## src/design/fpc_pkg.sv

```systemverilog
package fpc_pkg;

  localparam int MIN_GAP_DEF = 200;

  localparam int XW    = 10;
  localparam int YW    = 16;
  localparam int PW    = 48;
  localparam int DIV_W = 48;
  localparam int CNT_W = 6;
  localparam logic [CNT_W-1:0] DIV_LAST = CNT_W'(DIV_W - 1);

  localparam int CFG_AW = 3;
  localparam int CFG_DW = 16;

  localparam int IN_TDATA_W  = 24;
  localparam int OUT_TDATA_W = 72;

  typedef enum logic [CFG_AW-1:0] {
    CFG_REF_TEMP_0 = 3'd0,
    CFG_REF_TEMP_1 = 3'd1,
    CFG_REF_TEMP_2 = 3'd2,
    CFG_REF_TEMP_3 = 3'd3,
    CFG_MAX_TEMP   = 3'd4
  } cfg_reg_e;

  typedef enum logic [0:0] {
    OPER_PRELOAD = 1'b0,
    OPER_RECORD  = 1'b1
  } oper_e;

  typedef enum logic [4:0] {
    OP_NONE, OP_LOAD, OP_SUM_XY, OP_SUM_XX, OP_SUM_ACC, OP_D0, OP_D1, OP_D2,
    OP_A1, OP_A2, OP_DEN, OP_F0, OP_F1, OP_F2, OP_DIV_INIT, OP_DIV_STEP,
    OP_WRITE, OP_CLAMP, OP_SP_LOAD, OP_FWD0, OP_FWD1, OP_FWD2, OP_TCLAMP,
    OP_BWD3, OP_BWD2, OP_BWD1, OP_OUT
  } dp_op_e;

  typedef enum logic [4:0] {
    S_IDLE, S_SUM_XY, S_SUM_XX, S_SUM_ACC, S_CHK, S_D1, S_D2, S_A1, S_A2,
    S_DEN, S_FCHK, S_F1, S_F2, S_DIV_INIT, S_DIV, S_WRITE, S_CLAMP,
    S_SP_LOAD, S_FWD0, S_FWD1, S_FWD2, S_TCLAMP, S_BWD3, S_BWD2, S_BWD1, S_OUT
  } ctrl_state_e;

  typedef struct packed {
    dp_op_e     op;
    logic [1:0] idx;
    logic       fit_done;
    logic       fit_degen;
  } fpc_cmd_t;

  typedef struct packed {
    logic       n_lt2;
    logic       d_le0;
    logic       num_neg;
    logic [3:0] marked;
  } fpc_stat_t;

endpackage

```

## src/design/fpc_dpath.sv

```systemverilog
module fpc_dpath #(
  parameter int MIN_GAP = fpc_pkg::MIN_GAP_DEF
) (
  input  logic                            clk_i,
  input  logic                            rst_ni,
  input  logic                            cfg_we_i,
  input  logic [fpc_pkg::CFG_AW-1:0]      cfg_addr_i,
  input  logic [fpc_pkg::CFG_DW-1:0]      cfg_wdata_i,
  input  logic                            in_op_i,
  input  logic [1:0]                      in_idx_i,
  input  logic [15:0]                     in_reading_i,
  input  fpc_pkg::fpc_cmd_t               cmd_i,
  output fpc_pkg::fpc_stat_t              stat_o,
  output logic [fpc_pkg::OUT_TDATA_W-1:0] out_data_o
);

  localparam logic [17:0] GAP18 = 18'(MIN_GAP);

  logic [9:0]  ref_temp_q [4];
  logic [15:0] max_temp_q;
  logic [15:0] pv_q [4];
  logic [3:0]  mk_q;

  logic [2:0]  n_q;
  logic [11:0] sx_q;
  logic [17:0] sy_q;
  logic [28:0] sxy_q;
  logic [21:0] sx2_q;
  logic signed [47:0] prod_q, t0_q, num_q;
  logic signed [25:0] d_q;
  logic signed [32:0] a_q;
  logic [27:0] den_q;
  logic [28:0] rem_q;
  logic [47:0] dq_q;
  logic [15:0] tip_q [4];
  logic [fpc_pkg::OUT_TDATA_W-1:0] out_q;

  logic [9:0]  x_sel;
  logic [15:0] y_sel;
  logic [12:0] nx;
  logic signed [13:0] fx;
  logic signed [32:0] mul_a;
  logic signed [25:0] mul_b;
  logic signed [58:0] prod_full;
  logic [29:0] div_tmp;
  logic [28:0] div_v;
  logic        div_ge;
  logic [28:0] rem_n;
  logic [15:0] q16;
  logic [15:0] wval;
  logic [15:0] pv3_clamp;

  function automatic logic [15:0] min16(input logic [15:0] v, input logic [15:0] top);
    min16 = (v > top) ? top : v;
  endfunction

  function automatic logic [15:0] fwd_fix(input logic [15:0] lo, input logic [15:0] hi);
    logic signed [17:0] diff;
    logic [17:0]        sum;
    diff = $signed({2'b00, hi}) - $signed({2'b00, lo});
    sum  = {2'b00, lo} + GAP18;
    if (diff < $signed(GAP18)) begin
      fwd_fix = (sum > 18'd65535) ? 16'hFFFF : sum[15:0];
    end else begin
      fwd_fix = hi;
    end
  endfunction

  function automatic logic [15:0] bwd_fix(input logic [15:0] hi, input logic [15:0] lo);
    logic signed [17:0] diff;
    logic signed [17:0] v;
    diff = $signed({2'b00, hi}) - $signed({2'b00, lo});
    v    = $signed({2'b00, hi}) - $signed(GAP18);
    if (diff < $signed(GAP18)) begin
      bwd_fix = v[17] ? 16'd0 : v[15:0];
    end else begin
      bwd_fix = lo;
    end
  endfunction

  assign x_sel = ref_temp_q[cmd_i.idx];
  assign y_sel = pv_q[cmd_i.idx];
  assign nx    = 13'(n_q) * 13'(x_sel);
  assign fx    = $signed({1'b0, nx}) - $signed({2'b00, sx_q});

  // One shared multiplier; each product is registered before use.
  always_comb begin
    mul_a = '0;
    mul_b = '0;
    case (cmd_i.op)
      fpc_pkg::OP_SUM_XY: begin mul_a = 33'(y_sel);  mul_b = 26'(x_sel); end
      fpc_pkg::OP_SUM_XX: begin mul_a = 33'(x_sel);  mul_b = 26'(x_sel); end
      fpc_pkg::OP_D0:     begin mul_a = 33'(sx2_q);  mul_b = 26'(n_q);   end
      fpc_pkg::OP_D1:     begin mul_a = 33'(sx_q);   mul_b = 26'(sx_q);  end
      fpc_pkg::OP_D2:     begin mul_a = 33'(sxy_q);  mul_b = 26'(n_q);   end
      fpc_pkg::OP_A1:     begin mul_a = 33'(sy_q);   mul_b = 26'(sx_q);  end
      fpc_pkg::OP_A2:     begin mul_a = 33'(d_q);    mul_b = 26'(n_q);   end
      fpc_pkg::OP_F0:     begin mul_a = a_q;         mul_b = 26'(fx);    end
      fpc_pkg::OP_F1:     begin mul_a = 33'(sy_q);   mul_b = d_q;        end
      default: begin
        mul_a = '0;
        mul_b = '0;
      end
    endcase
  end

  assign prod_full = mul_a * mul_b;

  assign div_v   = {den_q, 1'b0};
  assign div_tmp = {rem_q, dq_q[47]};
  assign div_ge  = div_tmp >= {1'b0, div_v};
  assign rem_n   = div_ge ? 29'(div_tmp - {1'b0, div_v}) : div_tmp[28:0];

  assign q16       = (|dq_q[47:16]) ? 16'hFFFF : dq_q[15:0];
  assign wval      = num_q[47] ? 16'd0 : q16;
  assign pv3_clamp = min16(pv_q[3], max_temp_q);

  always_ff @(posedge clk_i or negedge rst_ni) begin
    if (!rst_ni) begin
      ref_temp_q[0] <= 10'd200;
      ref_temp_q[1] <= 10'd266;
      ref_temp_q[2] <= 10'd333;
      ref_temp_q[3] <= 10'd400;
      max_temp_q    <= 16'd4095;
      pv_q[0]       <= '0;
      pv_q[1]       <= '0;
      pv_q[2]       <= '0;
      pv_q[3]       <= '0;
      mk_q          <= '0;
    end else begin
      if (cfg_we_i) begin
        case (cfg_addr_i)
          fpc_pkg::CFG_REF_TEMP_0: ref_temp_q[0] <= cfg_wdata_i[9:0];
          fpc_pkg::CFG_REF_TEMP_1: ref_temp_q[1] <= cfg_wdata_i[9:0];
          fpc_pkg::CFG_REF_TEMP_2: ref_temp_q[2] <= cfg_wdata_i[9:0];
          fpc_pkg::CFG_REF_TEMP_3: ref_temp_q[3] <= cfg_wdata_i[9:0];
          fpc_pkg::CFG_MAX_TEMP:   max_temp_q    <= cfg_wdata_i;
          default: ;
        endcase
      end
      case (cmd_i.op)
        fpc_pkg::OP_LOAD: begin
          pv_q[in_idx_i] <= in_reading_i;
          mk_q[in_idx_i] <= (in_op_i == fpc_pkg::OPER_RECORD);
        end
        fpc_pkg::OP_WRITE: pv_q[cmd_i.idx] <= wval;
        fpc_pkg::OP_CLAMP: pv_q[3] <= pv3_clamp;
        default: ;
      endcase
    end
  end

  always_ff @(posedge clk_i) begin
    case (cmd_i.op)
      fpc_pkg::OP_LOAD: begin
        n_q   <= '0;
        sx_q  <= '0;
        sy_q  <= '0;
        sxy_q <= '0;
        sx2_q <= '0;
      end
      fpc_pkg::OP_SUM_XY: prod_q <= prod_full[47:0];
      fpc_pkg::OP_SUM_XX: begin
        if (mk_q[cmd_i.idx]) begin
          sxy_q <= sxy_q + prod_q[28:0];
        end
        prod_q <= prod_full[47:0];
      end
      fpc_pkg::OP_SUM_ACC: begin
        if (mk_q[cmd_i.idx]) begin
          sx2_q <= sx2_q + prod_q[21:0];
          n_q   <= n_q + 3'd1;
          sx_q  <= sx_q + 12'(x_sel);
          sy_q  <= sy_q + 18'(y_sel);
        end
      end
      fpc_pkg::OP_D0: prod_q <= prod_full[47:0];
      fpc_pkg::OP_D1: begin
        t0_q   <= prod_q;
        prod_q <= prod_full[47:0];
      end
      fpc_pkg::OP_D2: begin
        d_q    <= 26'(t0_q - prod_q);
        prod_q <= prod_full[47:0];
      end
      fpc_pkg::OP_A1: begin
        t0_q   <= prod_q;
        prod_q <= prod_full[47:0];
      end
      fpc_pkg::OP_A2: begin
        a_q    <= 33'(t0_q - prod_q);
        prod_q <= prod_full[47:0];
      end
      fpc_pkg::OP_DEN: den_q <= prod_q[27:0];
      fpc_pkg::OP_F0:  prod_q <= prod_full[47:0];
      fpc_pkg::OP_F1: begin
        t0_q   <= prod_q;
        prod_q <= prod_full[47:0];
      end
      fpc_pkg::OP_F2: num_q <= t0_q + prod_q;
      fpc_pkg::OP_DIV_INIT: begin
        // Rounding half away from zero: (2*num + den) / (2*den).
        rem_q <= '0;
        dq_q  <= {num_q[46:0], 1'b0} + 48'(den_q);
      end
      fpc_pkg::OP_DIV_STEP: begin
        rem_q <= rem_n;
        dq_q  <= {dq_q[46:0], div_ge};
      end
      fpc_pkg::OP_SP_LOAD: begin
        tip_q[0] <= pv_q[0];
        tip_q[1] <= pv_q[1];
        tip_q[2] <= pv_q[2];
        tip_q[3] <= pv3_clamp;
      end
      fpc_pkg::OP_FWD0:   tip_q[1] <= fwd_fix(tip_q[0], tip_q[1]);
      fpc_pkg::OP_FWD1:   tip_q[2] <= fwd_fix(tip_q[1], tip_q[2]);
      fpc_pkg::OP_FWD2:   tip_q[3] <= fwd_fix(tip_q[2], tip_q[3]);
      fpc_pkg::OP_TCLAMP: tip_q[3] <= min16(tip_q[3], max_temp_q);
      fpc_pkg::OP_BWD3:   tip_q[2] <= bwd_fix(tip_q[3], tip_q[2]);
      fpc_pkg::OP_BWD2:   tip_q[1] <= bwd_fix(tip_q[2], tip_q[1]);
      fpc_pkg::OP_BWD1:   tip_q[0] <= bwd_fix(tip_q[1], tip_q[0]);
      fpc_pkg::OP_OUT: begin
        out_q <= {6'b0, cmd_i.fit_degen, cmd_i.fit_done,
                  tip_q[3], tip_q[2], tip_q[1], tip_q[0]};
      end
      default: ;
    endcase
  end

  assign stat_o.n_lt2   = n_q < 3'd2;
  assign stat_o.d_le0   = d_q[25] || (d_q == '0);
  assign stat_o.num_neg = num_q[47];
  assign stat_o.marked  = mk_q;
  assign out_data_o     = out_q;

endmodule

```

## src/design/fpc_ctrl.sv

```systemverilog
module fpc_ctrl (
  input  logic               clk_i,
  input  logic               rst_ni,
  input  logic               s_tvalid_i,
  input  logic               s_op_i,
  input  logic [1:0]         s_idx_i,
  output logic               s_tready_o,
  output logic               m_tvalid_o,
  input  logic               m_tready_i,
  input  fpc_pkg::fpc_stat_t stat_i,
  output fpc_pkg::fpc_cmd_t  cmd_o
);

  fpc_pkg::ctrl_state_e state_q, state_d;
  logic [1:0]                 idx_q, idx_d;
  logic [1:0]                 start_q, start_d;
  logic [fpc_pkg::CNT_W-1:0]  cnt_q, cnt_d;
  logic                       done_q, done_d;
  logic                       degen_q, degen_d;
  logic                       ovalid_q, ovalid_d;
  logic                       s_acc;
  logic                       out_free;

  assign s_tready_o = (state_q == fpc_pkg::S_IDLE);
  assign s_acc      = s_tvalid_i && s_tready_o;
  assign out_free   = !ovalid_q || m_tready_i;
  assign m_tvalid_o = ovalid_q;

  always_comb begin
    state_d  = state_q;
    idx_d    = idx_q;
    start_d  = start_q;
    cnt_d    = cnt_q;
    done_d   = done_q;
    degen_d  = degen_q;
    ovalid_d = ovalid_q && !m_tready_i;
    case (state_q)
      fpc_pkg::S_IDLE: begin
        if (s_acc) begin
          idx_d   = '0;
          start_d = s_idx_i;
          done_d  = 1'b0;
          degen_d = 1'b0;
          state_d = (s_op_i == fpc_pkg::OPER_RECORD) ? fpc_pkg::S_SUM_XY
                                                    : fpc_pkg::S_SP_LOAD;
        end
      end
      fpc_pkg::S_SUM_XY: state_d = fpc_pkg::S_SUM_XX;
      fpc_pkg::S_SUM_XX: state_d = fpc_pkg::S_SUM_ACC;
      fpc_pkg::S_SUM_ACC: begin
        idx_d   = idx_q + 2'd1;
        state_d = (idx_q == 2'd3) ? fpc_pkg::S_CHK : fpc_pkg::S_SUM_XY;
      end
      fpc_pkg::S_CHK: state_d = stat_i.n_lt2 ? fpc_pkg::S_SP_LOAD : fpc_pkg::S_D1;
      fpc_pkg::S_D1:  state_d = fpc_pkg::S_D2;
      fpc_pkg::S_D2:  state_d = fpc_pkg::S_A1;
      fpc_pkg::S_A1: begin
        if (stat_i.d_le0) begin
          degen_d = 1'b1;
          state_d = fpc_pkg::S_SP_LOAD;
        end else begin
          state_d = fpc_pkg::S_A2;
        end
      end
      fpc_pkg::S_A2:  state_d = fpc_pkg::S_DEN;
      fpc_pkg::S_DEN: begin
        idx_d   = '0;
        state_d = fpc_pkg::S_FCHK;
      end
      fpc_pkg::S_FCHK: begin
        if (stat_i.marked[idx_q]) begin
          idx_d   = idx_q + 2'd1;
          state_d = (idx_q == 2'd3) ? fpc_pkg::S_CLAMP : fpc_pkg::S_FCHK;
        end else begin
          state_d = fpc_pkg::S_F1;
        end
      end
      fpc_pkg::S_F1: state_d = fpc_pkg::S_F2;
      fpc_pkg::S_F2: state_d = fpc_pkg::S_DIV_INIT;
      fpc_pkg::S_DIV_INIT: begin
        cnt_d   = '0;
        state_d = stat_i.num_neg ? fpc_pkg::S_WRITE : fpc_pkg::S_DIV;
      end
      fpc_pkg::S_DIV: begin
        cnt_d = cnt_q + 1'b1;
        if (cnt_q == fpc_pkg::DIV_LAST) begin
          state_d = fpc_pkg::S_WRITE;
        end
      end
      fpc_pkg::S_WRITE: begin
        idx_d   = idx_q + 2'd1;
        state_d = (idx_q == 2'd3) ? fpc_pkg::S_CLAMP : fpc_pkg::S_FCHK;
      end
      fpc_pkg::S_CLAMP: begin
        done_d  = 1'b1;
        state_d = fpc_pkg::S_SP_LOAD;
      end
      fpc_pkg::S_SP_LOAD: begin
        case (start_q)
          2'd0:    state_d = fpc_pkg::S_FWD0;
          2'd1:    state_d = fpc_pkg::S_FWD1;
          2'd2:    state_d = fpc_pkg::S_FWD2;
          default: state_d = fpc_pkg::S_TCLAMP;
        endcase
      end
      fpc_pkg::S_FWD0:   state_d = fpc_pkg::S_FWD1;
      fpc_pkg::S_FWD1:   state_d = fpc_pkg::S_FWD2;
      fpc_pkg::S_FWD2:   state_d = fpc_pkg::S_TCLAMP;
      fpc_pkg::S_TCLAMP: state_d = fpc_pkg::S_BWD3;
      fpc_pkg::S_BWD3:   state_d = fpc_pkg::S_BWD2;
      fpc_pkg::S_BWD2:   state_d = fpc_pkg::S_BWD1;
      fpc_pkg::S_BWD1:   state_d = fpc_pkg::S_OUT;
      fpc_pkg::S_OUT: begin
        if (out_free) begin
          ovalid_d = 1'b1;
          state_d  = fpc_pkg::S_IDLE;
        end
      end
      default: state_d = fpc_pkg::S_IDLE;
    endcase
  end

  always_comb begin
    cmd_o.idx       = idx_q;
    cmd_o.fit_done  = done_q;
    cmd_o.fit_degen = degen_q;
    case (state_q)
      fpc_pkg::S_IDLE:     cmd_o.op = s_acc ? fpc_pkg::OP_LOAD : fpc_pkg::OP_NONE;
      fpc_pkg::S_SUM_XY:   cmd_o.op = fpc_pkg::OP_SUM_XY;
      fpc_pkg::S_SUM_XX:   cmd_o.op = fpc_pkg::OP_SUM_XX;
      fpc_pkg::S_SUM_ACC:  cmd_o.op = fpc_pkg::OP_SUM_ACC;
      fpc_pkg::S_CHK:      cmd_o.op = fpc_pkg::OP_D0;
      fpc_pkg::S_D1:       cmd_o.op = fpc_pkg::OP_D1;
      fpc_pkg::S_D2:       cmd_o.op = fpc_pkg::OP_D2;
      fpc_pkg::S_A1:       cmd_o.op = stat_i.d_le0 ? fpc_pkg::OP_NONE : fpc_pkg::OP_A1;
      fpc_pkg::S_A2:       cmd_o.op = fpc_pkg::OP_A2;
      fpc_pkg::S_DEN:      cmd_o.op = fpc_pkg::OP_DEN;
      fpc_pkg::S_FCHK:     cmd_o.op = fpc_pkg::OP_F0;
      fpc_pkg::S_F1:       cmd_o.op = fpc_pkg::OP_F1;
      fpc_pkg::S_F2:       cmd_o.op = fpc_pkg::OP_F2;
      fpc_pkg::S_DIV_INIT: cmd_o.op = fpc_pkg::OP_DIV_INIT;
      fpc_pkg::S_DIV:      cmd_o.op = fpc_pkg::OP_DIV_STEP;
      fpc_pkg::S_WRITE:    cmd_o.op = fpc_pkg::OP_WRITE;
      fpc_pkg::S_CLAMP:    cmd_o.op = fpc_pkg::OP_CLAMP;
      fpc_pkg::S_SP_LOAD:  cmd_o.op = fpc_pkg::OP_SP_LOAD;
      fpc_pkg::S_FWD0:     cmd_o.op = fpc_pkg::OP_FWD0;
      fpc_pkg::S_FWD1:     cmd_o.op = fpc_pkg::OP_FWD1;
      fpc_pkg::S_FWD2:     cmd_o.op = fpc_pkg::OP_FWD2;
      fpc_pkg::S_TCLAMP:   cmd_o.op = fpc_pkg::OP_TCLAMP;
      fpc_pkg::S_BWD3:     cmd_o.op = fpc_pkg::OP_BWD3;
      fpc_pkg::S_BWD2:     cmd_o.op = fpc_pkg::OP_BWD2;
      fpc_pkg::S_BWD1:     cmd_o.op = fpc_pkg::OP_BWD1;
      fpc_pkg::S_OUT:      cmd_o.op = out_free ? fpc_pkg::OP_OUT : fpc_pkg::OP_NONE;
      default:             cmd_o.op = fpc_pkg::OP_NONE;
    endcase
  end

  always_ff @(posedge clk_i or negedge rst_ni) begin
    if (!rst_ni) begin
      state_q  <= fpc_pkg::S_IDLE;
      idx_q    <= '0;
      start_q  <= '0;
      cnt_q    <= '0;
      done_q   <= 1'b0;
      degen_q  <= 1'b0;
      ovalid_q <= 1'b0;
    end else begin
      state_q  <= state_d;
      idx_q    <= idx_d;
      start_q  <= start_d;
      cnt_q    <= cnt_d;
      done_q   <= done_d;
      degen_q  <= degen_d;
      ovalid_q <= ovalid_d;
    end
  end

  a_preload_skips_fit: assert property (@(posedge clk_i) disable iff (!rst_ni)
    s_acc && (s_op_i == fpc_pkg::OPER_PRELOAD) |=> state_q == fpc_pkg::S_SP_LOAD)
    else $error("preload did not go straight to spacing");

  a_div_length: assert property (@(posedge clk_i) disable iff (!rst_ni)
    (state_q == fpc_pkg::S_DIV) && (cnt_q == fpc_pkg::DIV_LAST)
    |=> state_q == fpc_pkg::S_WRITE)
    else $error("divider did not finish after its last step");

  a_flags_exclusive: assert property (@(posedge clk_i) disable iff (!rst_ni)
    !(done_q && degen_q))
    else $error("fit done and degenerate both set");

  a_result_loaded: assert property (@(posedge clk_i) disable iff (!rst_ni)
    (state_q == fpc_pkg::S_OUT) && out_free |=> ovalid_q && (state_q == fpc_pkg::S_IDLE))
    else $error("result not presented after completion");

endmodule

```

## src/design/four_point_calibration_fit.sv

```systemverilog
// A preload item goes straight from acceptance to the spacing passes; the forward
// spacing pass starts at the item's index. A record item first sums its marked points and,
// if a line is fitted, fills each unmarked point with a 48-step restoring divider, skipped
// when that point's line value is negative, then goes through the same spacing passes.
// Throughput: one item at a time; the next item is taken while a result waits.
// Reset clears all points and marks, restores register defaults and drops tvalid.
module four_point_calibration_fit #(
  parameter int MIN_GAP = fpc_pkg::MIN_GAP_DEF
) (
  input  logic                            clk_i,
  input  logic                            rst_ni,
  input  logic                            cfg_we_i,
  input  logic [fpc_pkg::CFG_AW-1:0]      cfg_addr_i,
  input  logic [fpc_pkg::CFG_DW-1:0]      cfg_wdata_i,
  input  logic                            s_axis_tvalid_i,
  output logic                            s_axis_tready_o,
  // point_index [1:0], reading [17:2], zero pad above
  input  logic [fpc_pkg::IN_TDATA_W-1:0]  s_axis_tdata_i,
  // operation [0]
  input  logic [0:0]                      s_axis_tuser_i,
  output logic                            m_axis_tvalid_o,
  input  logic                            m_axis_tready_i,
  // tip_0 [15:0], tip_1 [31:16], tip_2 [47:32], tip_3 [63:48],
  // fit_done [64], fit_degenerate [65], zero pad above
  output logic [fpc_pkg::OUT_TDATA_W-1:0] m_axis_tdata_o
);

  fpc_pkg::fpc_cmd_t  cmd;
  fpc_pkg::fpc_stat_t stat;

  fpc_ctrl u_ctrl (
    .clk_i      (clk_i),
    .rst_ni     (rst_ni),
    .s_tvalid_i (s_axis_tvalid_i),
    .s_op_i     (s_axis_tuser_i[0]),
    .s_idx_i    (s_axis_tdata_i[1:0]),
    .s_tready_o (s_axis_tready_o),
    .m_tvalid_o (m_axis_tvalid_o),
    .m_tready_i (m_axis_tready_i),
    .stat_i     (stat),
    .cmd_o      (cmd)
  );

  fpc_dpath #(
    .MIN_GAP (MIN_GAP)
  ) u_dpath (
    .clk_i        (clk_i),
    .rst_ni       (rst_ni),
    .cfg_we_i     (cfg_we_i),
    .cfg_addr_i   (cfg_addr_i),
    .cfg_wdata_i  (cfg_wdata_i),
    .in_op_i      (s_axis_tuser_i[0]),
    .in_idx_i     (s_axis_tdata_i[1:0]),
    .in_reading_i (s_axis_tdata_i[17:2]),
    .cmd_i        (cmd),
    .stat_o       (stat),
    .out_data_o   (m_axis_tdata_o)
  );

endmodule

```

## config.mk

```make
export PLATFORM = sky130hd
export DESIGN_NAME = four_point_calibration_fit
export DESIGN_NICKNAME = d
export VERILOG_FILES = /design/src/design/fpc_pkg.sv /design/src/design/fpc_dpath.sv /design/src/design/fpc_ctrl.sv /design/src/design/four_point_calibration_fit.sv
export SDC_FILE = /design/constraint.sdc
export NUM_CORES = 2
export LEC_CHECK = 0
export BUFFER_PORTS_ARGS = -buffer_cell sky130_fd_sc_hd__clkbuf_2
export CORE_MARGIN = 8
export CORE_UTILIZATION = 59
export CTS_CLUSTER_DIAMETER = 200
export DETAILED_ROUTE_END_ITERATION = 7
export PLACE_DENSITY = 0.85
export SYNTH_ARGS = -nofsm -noshare
export SYNTH_HDL_FRONTEND = slang
export SYNTH_HIERARCHICAL = 1
export SYNTH_SLANG_ARGS = --single-unit
```

## constraint.sdc

```tcl
create_clock -name clk_i -period 11.45 [get_ports clk_i]
set_input_delay 1.145 -clock clk_i [delete_from_list [all_inputs] [get_ports clk_i]]
set_output_delay 1.145 -clock clk_i [all_outputs]
set_load 0.05 [all_outputs]
```

-- Yosys cells after proc, flatten, opt, wreduce, memory -nomap -nowiden
Memories as Yosys holds them, arrays and structs flattened.
Index checks and enable logic that the tools add are counted.
- input port bits: 49
- register bits after elaboration: 600
- memories: 1
- RAM bits: 64
- memories (memory ; depth ; width ; rd ports ; clocked after Yosys merged registers in ; wr ports ; line ; RTL):
    u_dpath.tip_q ; 4 ; 16 ; 4 ; 0 ; 4 ; fpc_dpath.sv:35 ; logic [15:0] tip_q [4];
- magnitude comparators: 17
- multiplexer cells: 105
- bitwise operators: 9
- reduce and logical (&&, ||, !) cells: 42
- add/subtract/negate cells: 21
- equal/unequal tests: 66
- multipliers: 2
- operator list (operator ; number):
    $mux W16 ; 33
    $pmux W33 S8 ; 1
    $pmux W5 S26 ; 2
    $pmux W48 S2 ; 2
    $pmux W26 S5 ; 1
    $bwmux W64 ; 2
    $pmux W29 S2 ; 2
    $eq A5 B5 Y1 const B ; 21
    $eq A5 B4 Y1 const B ; 16
    $demux W16 S2 ; 2
    $mux W29 ; 2
    $gt A18 B16 Y1 const B ; 3
    $lt A18 B9 Y1 const B ; 3
    $add A16 B8 Y17 const B ; 3
    $sub A16 B16 Y17 ; 3
    $sub A16 B8 Y17 const B ; 3
    $add A48 B28 Y48 ; 1
    $add A48 B48 Y48 ; 1
    $mul A33 B26 Y48 ; 1
    $pmux W16 S3 ; 1
    $mux W5 ; 9
    $pmux W22 S2 ; 1
    $eq A5 B3 Y1 const B ; 8
    $pmux W18 S2 ; 1
    65 further kinds ; 140

-- Longest topological paths before layout
- depth after elaboration: 9
- depth in mapped cells: 45
- mapped depth without buffers: 42

-- By module
The synthesis kept the hierarchy.
- modules (own cells, without submodules) (module ; instances ; cells each ; area each (µm²)):
    fpc_dpath ; 1 ; 7123 ; 67977.7
    fpc_ctrl ; 1 ; 166 ; 1463.9

-- Least setup slack after synthesis
No wires, ideal clock.
- path kind: reg2reg
- start point: register u_ctrl.idx_q[0]
- end point: register u_dpath.prod_q[47] (data pin)
- clock period less this slack: 11.063 ns
- data required time: 11.190 ns
- setup time: 0.260 ns
- cell stages (with the launch flop): 42
- path buffers: 6
- setup slack: 0.387 ns
- arrival: 10.803 ns
- path through: dfrtp_1 > clkbuf_1 > buf_2 > mux4_2 > and2_1 > fa_1 > inv_1 > fa_1 > inv_1 > ha_1 > nor2b_1 > o31ai_1 > a211o_1 > o21a_1 > o211ai_2 > clkbuf_1 > a21o_1 > clkbuf_1 > [... 6 more ...] > fa_1 > fa_1 > fa_1 > inv_1 > fa_1 > inv_1 > ha_1 > clkbuf_1 > a21o_1 > a21o_1 > a21o_1 > a21o_1 > a21oi_1 > o21ai_0 > a211o_1 > a311oi_1 > xnor2_1 > xnor2_1
- cells in the longest elaborated chain, start to end: 8
- elaborated cells between the ends (all ways): 12
- classes of those cells: add/sub (1); mul (2); mux (8); bitwise (1)
- RTL lines (what ; line ; RTL):
    from (decl) ; fpc_ctrl.sv:15 ; logic [1:0] idx_q, idx_d;
    from (signal assigned) ; fpc_ctrl.sv:169 ; idx_q <= idx_d;
    $not A2 Y3 (implied by the code) (*) ; fpc_dpath.sv:81, fpc_dpath.sv:82 ;
    $bmux W10 S2 ; fpc_dpath.sv:81 ; assign x_sel = ref_temp_q[cmd_i.idx];
    $mux W10 (implied by the code) (2 in a row) ; fpc_dpath.sv:81 ;
    $mul A3 B10 Y13 ; fpc_dpath.sv:83 ; assign nx = 13'(n_q) * 13'(x_sel);
    $sub A13 B12 Y14 ; fpc_dpath.sv:84 ; assign fx = $signed({1'b0, nx}) - $signed({2'b00, sx_q});
    $pmux W26 S5 ; fpc_dpath.sv:90 ; case (cmd_i.op)
    $mul A33 B26 Y48 (*) ; fpc_dpath.sv:107 ; assign prod_full = mul_a * mul_b;
    net u_dpath.prod_full[47] ; fpc_dpath.sv:44 ; logic signed [58:0] prod_full;
    to (signal assigned) ; fpc_dpath.sv:162 ; fpc_pkg::OP_SUM_XY: prod_q <= prod_full[47:0];
    to (signal assigned) ; fpc_dpath.sv:167 ; prod_q <= prod_full[47:0];
    to (signal assigned) ; fpc_dpath.sv:177 ; fpc_pkg::OP_D0: prod_q <= prod_full[47:0];
    to (decl) ; fpc_dpath.sv:29 ; logic signed [47:0] prod_q, t0_q, num_q;
Mark *: on every way through the listed nets, which the timed path passes. The rest lies on a longest branch. The select of a mux whose other input is x is not followed.
A chain may end at the register's enable or synchronous reset.

==> flow_summary.toml <==
[detailed_routing]
initialDrtViolationCount = 6469
totalWireLength_um = 210000
via_count = 56400
route.detailed.drc = 0
vias_per_cell = 6.28
first_pass_iters = 8
drtAntennaViolNets = 0
wl_per_cell_um = 23.4

[pwr]
total_leakage_power_nw = 33.4
power_mw = 17.8
irDropWorstVdd_mv = 0.178
power_density_mw_per_mm2 = 237

[final_layout]
areaGrowthSynthToFinish_pct = 8.09
fin_area_sq_mm = 0.0751
fillers = 9123
mostFrequentLayoutCell = "inv_1"
utilization_pct = 63.9
nets = 8666
final_cells = 8978
final_layout_size_suffix_gt1_share_pct = 8.99
layout_common_cells = "inv_1 (1194), nand2_1 (790), fa_1 (770)"

[synth]
synth.top_cell.area_share_pct = 22.6
ys_warn_count = 6
netlist_area_sq_mm = 0.0694
synth_edf_count = 522
avgSynthCellArea_sq_um = 9.53
ys_types = 121
synth_seq_cells = 664
synth_largest_area_cell = "edfxtp_1"
syn_inst = 7289
synthArstFlopShare_pct = 21.4
yosys-top-cells-area = "edfxtp_1 (23%), fa_1 (22%), ha_1 (8.3%), inv_1 (6.5%), nand2_1 (4.3%)"
yosysSeqAreaShare_pct = 27.7
synth_ff_type = "edfxtp_1"

[worst_hold_path]
whs_path_depth = 0
hold_class = "flip-flop to flip-flop"
worstHoldEndpoint = "u_dpath/t0_q[37]$_DFFE_PP_"
hold_path.startpoint = "u_dpath/prod_q[37]$_DFFE_PP_"

[critical_path]
crit_required_ns = 11.79
slowest_delay_ns = 0.58
reg2reg_from = "u_dpath/d_q[5]$_DFFE_PN_"
worst_path_max_delay_cell = "fa_1"
cp_max_fo = 15
ff2ff_path_depth = 38
reg2reg_slack_ns = 0.05
cp_common_cell = "fa_1"
arrival_ns = 11.74
startpoint_type = "flip-flop"
r2r-end = "u_dpath/prod_q[47]$_DFFE_PP_"
worstSetupPathType = "flip-flop to flip-flop"
end_kind = "flip-flop"

[placed_design]
post_dp_cell_area_sq_mm = 0.0725
place_ws_ns = -0.307
dp.cells = 8833
hpwl_um = 167000
port_buffers = 110
gp_congestion = 1.03

[timing]
setup_viol = 0
whs_ns = 0.465
drv_slew = 0
fmax_ghz = 0.0877
final_hold_viol_count = 0
period_share_pct = 99.6
max_slew_margin_pct = 19.1
fin_skew_ns = 0.0402
fin_setup_tns_ns = 0
worst_pin_slew_ns = 1.21
min_period_ns = 11.40
fin_ws_ns = 0.0505

[clock_tree]
cts_root_buf = "clkbuf_16"
clk_latency_ns = 0.64
path_clk_slew_ns = 0.07
cts_tree = "built"
cts_buffers = 71
clk_path_buf_depth = 3
htree_num_levels = 3
clock_sinks = 664

[status]
status = "finished clean"

[die]
io_pins = 123
initial_utilization_pct = 59.1
coreArea_sq_mm = 0.117
die_h_um = 359
die_w_um = 359
rows = 126
die_area_sq_mm = 0.129

[global_route]
grt_antenna_before_repair = 3
grt.total_usage_pct = 31.8
grt_pass1_wl_um = 325000
overflow = 0
grt_pass1_vias = 57000
grt_max_degree = 81

[run]
drv_cap = 0
-- critical path, delay by kind of cell, from the launching register on --
family	cells	cell delay [ns]
AOI/OAI and AO/OA	15	3.94
buffers and inverters	8	1.01
and+or+nand+nor	5	1.63
adders and majority gates	8	3.72
xor gates and xnor gates	2	0.26
DFF	1	0.49
-- cell usage after synthesis, drive strengths merged (72+ instances only) --
cell    count
a21o      107
xnor2     225
o21ai     314
nor2b      78
nand2     794
nor2      537
nand3     116
fa        770
and2       72
xor2       89
a21oi     373
clkbuf    238
dfrtp     116
ha        463
edfxtp    522
inv      1196
nor3      125
-- report_power, final --
part / switching (mW) / internal [mW] / total [mW]
Clock: 1.01 / 1.26 / 2.27
Sequential: 0.948 / 3.73 / 4.68
Combinational: 6.86 / 3.99 / 10.9
-- sequential cells by signal (all words and copies together) (netlist names), 6 cells and up --
register and count:
u_dpath/num_q 48, u_dpath/den_q 28, u_dpath/a_q 33, u_dpath/sxy_q 29, u_dpath/t0_q 48, u_dpath/pv_q 64, u_dpath/tip_q 64, u_dpath/d_q 26
u_dpath/ref_temp_q 40, u_dpath/sx_q 12, u_dpath/sy_q 18, u_dpath/prod_q 48, u_dpath/out_data_o 66, u_dpath/dq_q 48, u_dpath/sx2_q 22, u_dpath/max_temp_q 16
u_ctrl/cnt_q 6, u_dpath/rem_q 29
-- cells by family after synthesis --
logic type | count (synthesis) | synth area share [%]
multiplexers | 138 | 2.59
buffers and inverters | 1507 | 8.29
XOR/XNOR | 316 | 4.04
AO/OA/AOI/OAI | 1402 | 13.5
other | 1 | 0.00540
adder cells (fa/ha/maj) | 1233 | 30.5
AND/OR/NAND/NOR | 2028 | 13.3
flip-flops | 664 | 27.7
-- worst max path at each step --
stage                                      from                      endpoint  slack, ns
finish                 u_dpath/d_q[5]$_DFFE_PN_  u_dpath/prod_q[47]$_DFFE_PP_       0.05
global route           u_dpath/d_q[5]$_DFFE_PN_  u_dpath/prod_q[44]$_DFFE_PP_      -0.04
CTS                    u_dpath/d_q[5]$_DFFE_PN_  u_dpath/prod_q[47]$_DFFE_PP_       -0.1
detailed placement     u_dpath/d_q[5]$_DFFE_PN_  u_dpath/prod_q[47]$_DFFE_PP_      -0.31
global placement       u_dpath/d_q[5]$_DFFE_PN_  u_dpath/prod_q[47]$_DFFE_PP_      -0.18
floorplan           u_ctrl/idx_q[0]$_DFFE_PN0P_  u_dpath/prod_q[47]$_DFFE_PP_       0.39
-- area by class of cell --
class / instances / area, sq um / area share, %
clock buffer: 91 / 1930 / 2.58
multi-input combinational: 5124 / 44800 / 59.7
clock inverter: 38 / 332 / 0.442
timing repair buffer: 325 / 2300 / 3.06
antenna: 2 / 5.00 / 0.00667
inverter: 1198 / 4500 / 5.99
tap: 1536 / 1920 / 2.56
sequential: 664 / 19300 / 25.7
-- per-layer routing --
metal | vias to the layer above | track usage [%] | part of all wire [%]
met2 | 3408 | 50.4 | 45
met1 | 27500 | 40.5 | 37
met5 | - | 0 | 0.020
li1 | 24700 | - | -
met3 | 757 | 8.30 | 12
met4 | 2 | 16.0 | 6.4
-- timing repair --
action                     CTS  global route
pin swaps                    0            10
hold buffers                 0             0
buffers inserted             0            12
cloned                       0             2
setup endpoints to repair    6            16
resized for setup            7            43
No activity file was read; power rests on OpenSTA's default activity.
